--- config.mk ---
export PLATFORM = sky130hd
export DESIGN_NAME = source_text_tokenizer_unit
export DESIGN_NICKNAME = d
export VERILOG_FILES = /design/src/sv/stt_pkg.sv /design/src/sv/stt_step.sv /design/src/sv/stt_queue.sv /design/src/sv/source_text_tokenizer_unit.sv
export SDC_FILE = /design/constraint.sdc
export NUM_CORES = 1
export LEC_CHECK = 0
export ABC_AREA = 1
export BUFFER_PORTS_ARGS = -buffer_cell sky130_fd_sc_hd__buf_2
export CORE_ASPECT_RATIO = 1.2
export CORE_MARGIN = 5
export CORE_UTILIZATION = 35
export DETAILED_ROUTE_END_ITERATION = 16
export PLACE_DENSITY = 0.49
export SLEW_MARGIN = 20
export SYNTH_ARGS = -nofsm -noshare
export SYNTH_HDL_FRONTEND = slang
export SYNTH_SLANG_ARGS = --single-unit
export TNS_END_PERCENT = 50
--- constraint.sdc ---
create_clock -name clock -period 6.5 [get_ports clock]
set_clock_uncertainty 0.05 [all_clocks]
set_input_delay 1.3 -clock clock [delete_from_list [all_inputs] [get_ports clock]]
set_output_delay 1.3 -clock clock [all_outputs]
set_load 0.01 [all_outputs]
--- src/sv/stt_pkg.sv ---
// ----------------------------------------------------------------------------
// stt_pkg
// Shared types, character constants and lookup helpers for the source text
// tokenizer.
// ----------------------------------------------------------------------------
package stt_pkg;

   localparam int POS_BITS   = 32;
   localparam int LEN_BITS   = 32;
   localparam int KIND_BITS  = 5;
   localparam int QUEUE_DEPTH = 4;
   localparam int QPTR_BITS  = $clog2(QUEUE_DEPTH);
   localparam int QCNT_BITS  = $clog2(QUEUE_DEPTH + 1);

   localparam logic [7:0] CHAR_QUOTE = 8'h22;
   localparam logic [7:0] CHAR_SPACE = 8'h20;
   localparam logic [7:0] CHAR_TAB   = 8'h09;
   localparam logic [7:0] CHAR_ZERO  = 8'h30;
   localparam logic [7:0] CHAR_NINE  = 8'h39;
   localparam logic [7:0] CHAR_X     = 8'h78;
   localparam logic [7:0] CHAR_B     = 8'h62;

   localparam logic [KIND_BITS-1:0] KIND_STRING = 5'd21;
   localparam logic [KIND_BITS-1:0] KIND_SPACES = 5'd22;
   localparam logic [KIND_BITS-1:0] KIND_TABS   = 5'd23;
   localparam logic [KIND_BITS-1:0] KIND_WORD   = 5'd24;
   localparam logic [KIND_BITS-1:0] KIND_NUMBER = 5'd25;

   localparam int NUM_SINGLES = 21;

   // one-byte tokens; the kind code is the position in this list
   localparam logic [7:0] SINGLE_CHARS [NUM_SINGLES] = '{
      8'h2B, 8'h2D, 8'h2A, 8'h3D, 8'h26, 8'h2F, 8'h21, 8'h25, 8'h5E, 8'h28, 8'h29,
      8'h5B, 8'h5D, 8'h7B, 8'h7D, 8'h3C, 8'h3E, 8'h0A, 8'h3B, 8'h2C, 8'h27
   };

   typedef enum logic [2:0] {
      MODE_NONE   = 3'd0,
      MODE_STRING = 3'd1,
      MODE_SPACES = 3'd2,
      MODE_TABS   = 3'd3,
      MODE_WORD   = 3'd4,
      MODE_NUMBER = 3'd5,
      MODE_ZERO   = 3'd6
   } stt_mode_type;

   typedef struct packed {
      stt_mode_type          mode;
      logic [POS_BITS-1:0]   start;
      logic [LEN_BITS-1:0]   length;
      logic [POS_BITS-1:0]   pos;
   } stt_state_type;

   typedef struct packed {
      logic [KIND_BITS-1:0]  kind;
      logic [31:0]           start;
      logic [31:0]           length;
      logic                  open_string;
      logic                  final_token;
   } stt_result_type;

   function automatic logic is_letter(input logic [7:0] c);
      return (c >= 8'h61 && c <= 8'h7A) || (c >= 8'h41 && c <= 8'h5A);
   endfunction

   function automatic logic is_digit(input logic [7:0] c);
      return c >= CHAR_ZERO && c <= CHAR_NINE;
   endfunction

   // {hit, kind} for one-byte tokens
   function automatic logic [KIND_BITS:0] single_kind(input logic [7:0] c);
      logic [KIND_BITS:0] r;
      r = '0;
      for (int i = 0; i < NUM_SINGLES; i++) begin
         if (SINGLE_CHARS[i] == c) begin
            r = {1'b1, KIND_BITS'(i)};
         end
      end
      return r;
   endfunction

   function automatic logic extends_run(input stt_mode_type m, input logic [7:0] c);
      logic r;
      case (m)
         MODE_STRING: r = 1'b1;
         MODE_SPACES: r = (c == CHAR_SPACE);
         MODE_TABS:   r = (c == CHAR_TAB);
         MODE_WORD:   r = is_letter(c);
         MODE_NUMBER: r = is_digit(c);
         MODE_ZERO:   r = is_digit(c) || c == CHAR_X || c == CHAR_B;
         default:     r = 1'b0;
      endcase
      return r;
   endfunction

   function automatic logic [KIND_BITS-1:0] mode_kind(input stt_mode_type m);
      logic [KIND_BITS-1:0] k;
      case (m)
         MODE_STRING: k = KIND_STRING;
         MODE_SPACES: k = KIND_SPACES;
         MODE_TABS:   k = KIND_TABS;
         MODE_WORD:   k = KIND_WORD;
         default:     k = KIND_NUMBER;
      endcase
      return k;
   endfunction

endpackage

--- src/sv/stt_step.sv ---
// ----------------------------------------------------------------------------
// stt_step
// Per-byte lexer step: from the pending token state and one byte, forms the
// next state and up to two tokens.
// ----------------------------------------------------------------------------
module stt_step
   import stt_pkg::*;
(
   input  stt_state_type   cur,
   input  logic [7:0]      char_byte,
   input  logic            source_end,
   output stt_state_type   nxt,
   output stt_result_type  res [2],
   output logic [1:0]      res_count
);

   always_comb begin
      logic                  ext;
      logic [KIND_BITS:0]    sk;
      logic [LEN_BITS-1:0]   len_inc;
      stt_mode_type          m;

      ext     = (cur.mode != MODE_NONE) && extends_run(cur.mode, char_byte);
      sk      = single_kind(char_byte);
      len_inc = (cur.length == '1) ? cur.length : cur.length + LEN_BITS'(1);
      m       = MODE_NONE;

      nxt       = cur;
      nxt.pos   = POS_BITS'(cur.pos + POS_BITS'(1));
      res[0]    = '0;
      res[1]    = '0;
      res_count = 2'd0;

      if (ext) begin
         nxt.length = len_inc;
         if (cur.mode == MODE_ZERO) begin
            nxt.mode = MODE_NUMBER;
         end
         if (cur.mode == MODE_STRING && char_byte == CHAR_QUOTE) begin
            res[0]    = '{KIND_STRING, 32'(cur.start), 32'(len_inc), 1'b0, 1'b0};
            res_count = 2'd1;
            nxt.mode  = MODE_NONE;
         end
      end else begin
         if (cur.mode != MODE_NONE) begin
            res[0]    = '{mode_kind(cur.mode), 32'(cur.start), 32'(cur.length),
                          1'b0, 1'b0};
            res_count = 2'd1;
            nxt.mode  = MODE_NONE;
         end
         if (sk[KIND_BITS]) begin
            res[res_count[0]] = '{sk[KIND_BITS-1:0], 32'(cur.pos), 32'd1, 1'b0, 1'b0};
            res_count         = res_count + 2'd1;
         end else begin
            if (char_byte == CHAR_QUOTE) m = MODE_STRING;
            else if (char_byte == CHAR_SPACE) m = MODE_SPACES;
            else if (char_byte == CHAR_TAB) m = MODE_TABS;
            else if (is_letter(char_byte)) m = MODE_WORD;
            else if (char_byte == CHAR_ZERO) m = MODE_ZERO;
            else if (is_digit(char_byte)) m = MODE_NUMBER;
            if (m != MODE_NONE) begin
               nxt.mode   = m;
               nxt.start  = cur.pos;
               nxt.length = LEN_BITS'(1);
            end
         end
      end

      if (source_end) begin
         // flush whatever is still open, then mark the last token
         if (nxt.mode != MODE_NONE && res_count != 2'd2) begin
            res[res_count[0]] = '{mode_kind(nxt.mode), 32'(nxt.start), 32'(nxt.length),
                                  nxt.mode == MODE_STRING, 1'b0};
            res_count         = res_count + 2'd1;
         end
         if (res_count != 2'd0) begin
            res[1'(res_count - 2'd1)].final_token = 1'b1;
         end
         nxt = '{MODE_NONE, '0, '0, '0};
      end
   end

endmodule

--- src/sv/stt_queue.sv ---
// ----------------------------------------------------------------------------
// stt_queue
// Small token queue: takes up to two tokens per cycle, hands out one per cycle while out_ready is high.
// ----------------------------------------------------------------------------
module stt_queue
   import stt_pkg::*;
(
   input  logic            clock,
   input  logic            reset,
   input  logic [1:0]      push_count,
   input  stt_result_type  push_data [2],
   output logic            space_two,
   output logic            out_valid,
   input  logic            out_ready,
   output stt_result_type  out_data
);

   stt_result_type         mem_ff [QUEUE_DEPTH];
   logic [QPTR_BITS-1:0]   wr_ptr_ff, wr_ptr_in;
   logic [QPTR_BITS-1:0]   rd_ptr_ff, rd_ptr_in;
   logic [QCNT_BITS-1:0]   count_ff, count_in;
   logic                   pop;
   logic [QPTR_BITS-1:0]   wr_next;

   assign pop       = out_valid && out_ready;
   assign out_valid = (count_ff != '0);
   assign out_data  = mem_ff[rd_ptr_ff];
   assign space_two = (count_ff <= QCNT_BITS'(QUEUE_DEPTH - 2));
   assign wr_next   = QPTR_BITS'(wr_ptr_ff + QPTR_BITS'(1));

   always_comb begin
      wr_ptr_in = QPTR_BITS'(wr_ptr_ff + QPTR_BITS'(push_count));
      rd_ptr_in = pop ? QPTR_BITS'(rd_ptr_ff + QPTR_BITS'(1)) : rd_ptr_ff;
      count_in  = QCNT_BITS'(count_ff + QCNT_BITS'(push_count) - QCNT_BITS'(pop));
   end

   always_ff @(posedge clock) begin
      if (reset) begin
         wr_ptr_ff <= '0;
         rd_ptr_ff <= '0;
         count_ff  <= '0;
      end else begin
         wr_ptr_ff <= wr_ptr_in;
         rd_ptr_ff <= rd_ptr_in;
         count_ff  <= count_in;
      end
   end

   always_ff @(posedge clock) begin
      if (push_count != 2'd0) begin
         mem_ff[wr_ptr_ff] <= push_data[0];
      end
      if (push_count == 2'd2) begin
         mem_ff[wr_next] <= push_data[1];
      end
   end

endmodule

--- src/sv/source_text_tokenizer_unit.sv ---
// ----------------------------------------------------------------------------
// source_text_tokenizer_unit
// Streaming lexer: source bytes in, tokens (kind, start, length) out.
// ----------------------------------------------------------------------------
// Tokens are registered in the token queue as their completing byte is accepted.
// Throughput: one byte per cycle while req_tready is high; a byte may yield two
// tokens, which drain one per cycle while rsp_tready is high, from a four-entry
// token queue; req_tready drops when fewer than two queue slots are free.
// Reset: synchronous, clears the pending token, byte offset and queue.
// ----------------------------------------------------------------------------
module source_text_tokenizer_unit
   import stt_pkg::*;
(
   input  logic         clock,
   input  logic         reset,
   input  logic         req_tvalid,
   output logic         req_tready,
   input  logic [7:0]   req_tdata,   // [7:0] char_byte
   input  logic         req_tlast,   // source_end
   output logic         rsp_tvalid,
   input  logic         rsp_tready,
   output logic [71:0]  rsp_tdata,   // [4:0] token_kind, [36:5] token_start,
                                     // [68:37] token_length, [71:69] zero
   output logic         rsp_tuser,   // open_string
   output logic         rsp_tlast    // final_token
);

   stt_state_type   state_ff, state_in;
   stt_state_type   step_nxt;
   stt_result_type  step_res [2];
   logic [1:0]      step_count;
   logic [1:0]      push_count;
   logic            accept;
   stt_result_type  head;

   assign accept     = req_tvalid && req_tready;
   assign push_count = accept ? step_count : 2'd0;
   assign state_in   = accept ? step_nxt : state_ff;

   stt_step u_step (
      .cur        (state_ff),
      .char_byte  (req_tdata),
      .source_end (req_tlast),
      .nxt        (step_nxt),
      .res        (step_res),
      .res_count  (step_count)
   );

   stt_queue u_queue (
      .clock      (clock),
      .reset      (reset),
      .push_count (push_count),
      .push_data  (step_res),
      .space_two  (req_tready),
      .out_valid  (rsp_tvalid),
      .out_ready  (rsp_tready),
      .out_data   (head)
   );

   always_ff @(posedge clock) begin
      if (reset) begin
         state_ff <= '{MODE_NONE, '0, '0, '0};
      end else begin
         state_ff <= state_in;
      end
   end

   assign rsp_tdata = {3'b000, head.length, head.start, head.kind};
   assign rsp_tuser = head.open_string;
   assign rsp_tlast = head.final_token;

endmodule

==> results.yml <==
logic_synthesis:
  yosys_warnings: 0
  synth_top_cell_by_area: "edfxtp_1"
  yosys-top-cells-count: "908 x nand2_1, 325 x inv_1, 289 x nor2_1"
  yosysUniqueCellTypes: 56
  synth_area_leaders: "edfxtp_1 36%, nand2_1 14%, dfxtp_1 9.0%, inv_1 5.1%, nand4_1 4.9%"
  synth.top_cell.area_share: 0.3557
  synth.most_common_cell: "nand2_1"
  syn_area_um2: 23980
  async_flop_share: 0
  avgSynthCellArea_um2: 7.526
  syn_inst: 3186
  synth_edf_count: 284
  yosysSeqAreaShare: 0.4459
  synth_ff_type: "edfxtp_1"
  ys_ff_latch: 392
timing:
  tightestPinTransition_ps: 1128
  setup_violations: 0
  fmax_mhz: 201.7
  drv_slew: 0
  rsz0062_at_grt: "no"
  fin_tns_setup_ps: 0
  period_share: 0.7627
  period_needed_ps: 4957
  max_slew_margin: 0.2452
  hold_violations: 0
setup_path:
  crit_required_ps: 6960
  arrival_ps: 5420
  endpoint_kind: "flop"
  reg2reg_depth: 16
  max_stage_delay_ps: 420
  crit_fanout: 13
  r2r_setup_slack_ps: 1900
  critPathTopFamily: "simple AND/OR/NAND/NOR gates"
  r2r-end: "u_queue.mem_ff[0][3]$_DFFE_PP_"
  crit_cells: 24
  worst-path-buf-inv: 5
  critPathLaunchType: "input pin"
  cp_cell_sequence: "buf_2 > inv_2 > nand2_1 > nor2_1 > buf_4 > nand3_1 > nand2_1 > nor3_1 > nand3_1 > ha_1 > a21oi_4 > ha_1 > inv_1 > nand2_1 > nand2_1 > nand3_2 > nand2_4 > nand2_1 > ha_1 > inv_1 > fa_1 > xor2_1 > o21ai_0 > a21oi_1"
  worstSetupPathType: "in -> reg"
  cp_common_cell: "nand2_1"
  worstReg2RegStart: "state_ff[33]$_SDFFE_PP0P_"
  cp_slowest_cell: "fa_1"
run_status:
  status: "completed"
drt:
  vias: 22470
  dr.pass1.iters: 5
  wire_per_inst_um: 21.19
  via_per_inst: 5.486
  drcViolationCount: 0
  drt-total-wl_um: 86780
  ant_nets: 0
  first_iter_violations: 1980
floorplanning:
  initial_core_util: 0.3516
  die_area_um2: 73860
  rows: 105
  die_w_um: 248.9
  die_height_um: 296.7
  coreArea_um2: 68180
  ioPinCount: 89
min_path:
  whs_path_depth: 2
  hp-class: "reg -> reg"
  holdCritStartpoint: "u_queue.rd_ptr_ff[1]$_SDFFE_PP0P_"
placement:
  routabilityCongestion: 0.9022
  place_inst: 4011
  dp_hpwl_um: 51860
  placed_area_um2: 25000
  port-buffer-count: 85
global_route:
  grt_use_total: 0.2267
  grt_pass1_vias: 21830
  grt_max_degree: 157
  grt-ovfl-total: 0
  grt_pass1_wl_um: 132800
  grt_antenna_before_repair: 2
clock_tree:
  cts_resized: 0
  clkTransAtPathRegs_ps: 60
  htreeDepth: 2
  clock_sinks: 392
  cts_setup_buffers: 0
  hold_buffers: 0
  cts_root_buf: "clkbuf_16"
  max-clock-path-buffers: 3
  tritoncts: "built"
  cts_buffers: 45
  clock_latency_ps: 590
cells_and_area:
  fin_cells: 4096
  drive_above_1_share: 0.09545
  nets: 3171
  final_cell_area_um2: 26500
  fillers: 6994
  area_delta_synth_final_pct: 10.51
power_and_ir_drop:
  cellPowerDensity_nw_per_um2: 274.3
  power.leakage_nw: 10.76
  ir_worst_vdd_v: 0.0001643
job:
  maxCapViolCount: 0
## kinds of logic after synthesis
group                      after synthesis  synth area share
AOI/OAI and AO/OA                      604            0.1460
xor gates and xnor gates                18          0.006575
adders and majority gates                9          0.005010
buffers and inverters                  569            0.1044
DFF                                    392            0.4459
other                                    1         0.0001564
and+or+nand+nor                       1593            0.2921
## layout make-up
| type | instances | area (um^2) | area share |
|---|---|---|---|
| Timing Repair Buffer | 138 | 985.9 | 0.03721 |
| Tap cell | 909 | 1137 | 0.04292 |
| Clock inverter | 31 | 292.8 | 0.01105 |
| Sequential cell | 392 | 10700 | 0.4036 |
| Multi-Input combinational cell | 2227 | 10890 | 0.4109 |
| Inverter | 345 | 1299 | 0.04902 |
| Antenna cell | 2 | 5.005 | 0.0001889 |
| Clock buffer | 52 | 1195 | 0.04510 |
## worst max path at each step
stage	start	to	slack, ps
floorplan	req_tdata[7]	u_queue.mem_ff[1][0]$_DFFE_PP_	650
CTS	req_tdata[6]	u_queue.count_ff[2]$_SDFF_PP0_	1580
detailed placement	req_tdata[6]	u_queue.count_ff[2]$_SDFF_PP0_	990
global placement	req_tdata[6]	u_queue.count_ff[2]$_SDFF_PP0_	1080
global route	req_tdata[6]	u_queue.count_ff[2]$_SDFF_PP0_	1180
finish	req_tdata[6]	u_queue.count_ff[2]$_SDFF_PP0_	1540
## flip-flops by register name, indices dropped and copies added, names as in the netlist, named ones only
name               count
u_queue.mem_ff       284
u_queue.wr_ptr_ff      2
u_queue.count_ff       3
state_ff              99
u_queue.rd_ptr_ff      2
## worst min-delay path: stages, from the launching register on
cell and delay [ps]:
dfxtp_1 290, inv_1 50, a21oi_1 70
## layout by cell type (no fill, tap or decap), drive strengths merged, types with 16 or more instances in the layout
master,n
buf,138
o21a,34
clkinv,26
o22ai,119
a21oi,155
nor3,43
o21bai,16
nand2,920
o21ai,245
nand3,80
o211ai,18
clkbuf,52
nor2,299
nand4,194
inv,343
dfxtp,108
edfxtp,284
nor4,44
xor2,17
## stage by stage
step,util,worst slack [ps],power [mW],hold WS [ps]
floorplan,-,652.1,3.962,386.5
global placement,0.3667,1080,4.687,408.7
detailed placement,0.3667,991.1,4.708,406.9
CTS,0.3885,1583,7.329,417.6
global route,0.3885,1178,7.590,436.5
finish,0.3886,1543,7.269,413.5
## where the power goes
part           switching, mW  internal (mW)
Combinational           1.30          0.469
Sequential            0.0700           2.80
Clock                   1.11           1.52
## metal layers
| layer | vias up | track usage | part of all wire |
|---|---|---|---|
| met5 | - | 0 | 0 |
| met4 | 0 | 0.07004 | 0.027 |
| met3 | 163 | 0.02966 | 0.072 |
| met2 | 882 | 0.3740 | 0.46 |
| met1 | 10740 | 0.3119 | 0.44 |
| li1 | 10690 | - | - |
Power figures use the tool's default switching activity.
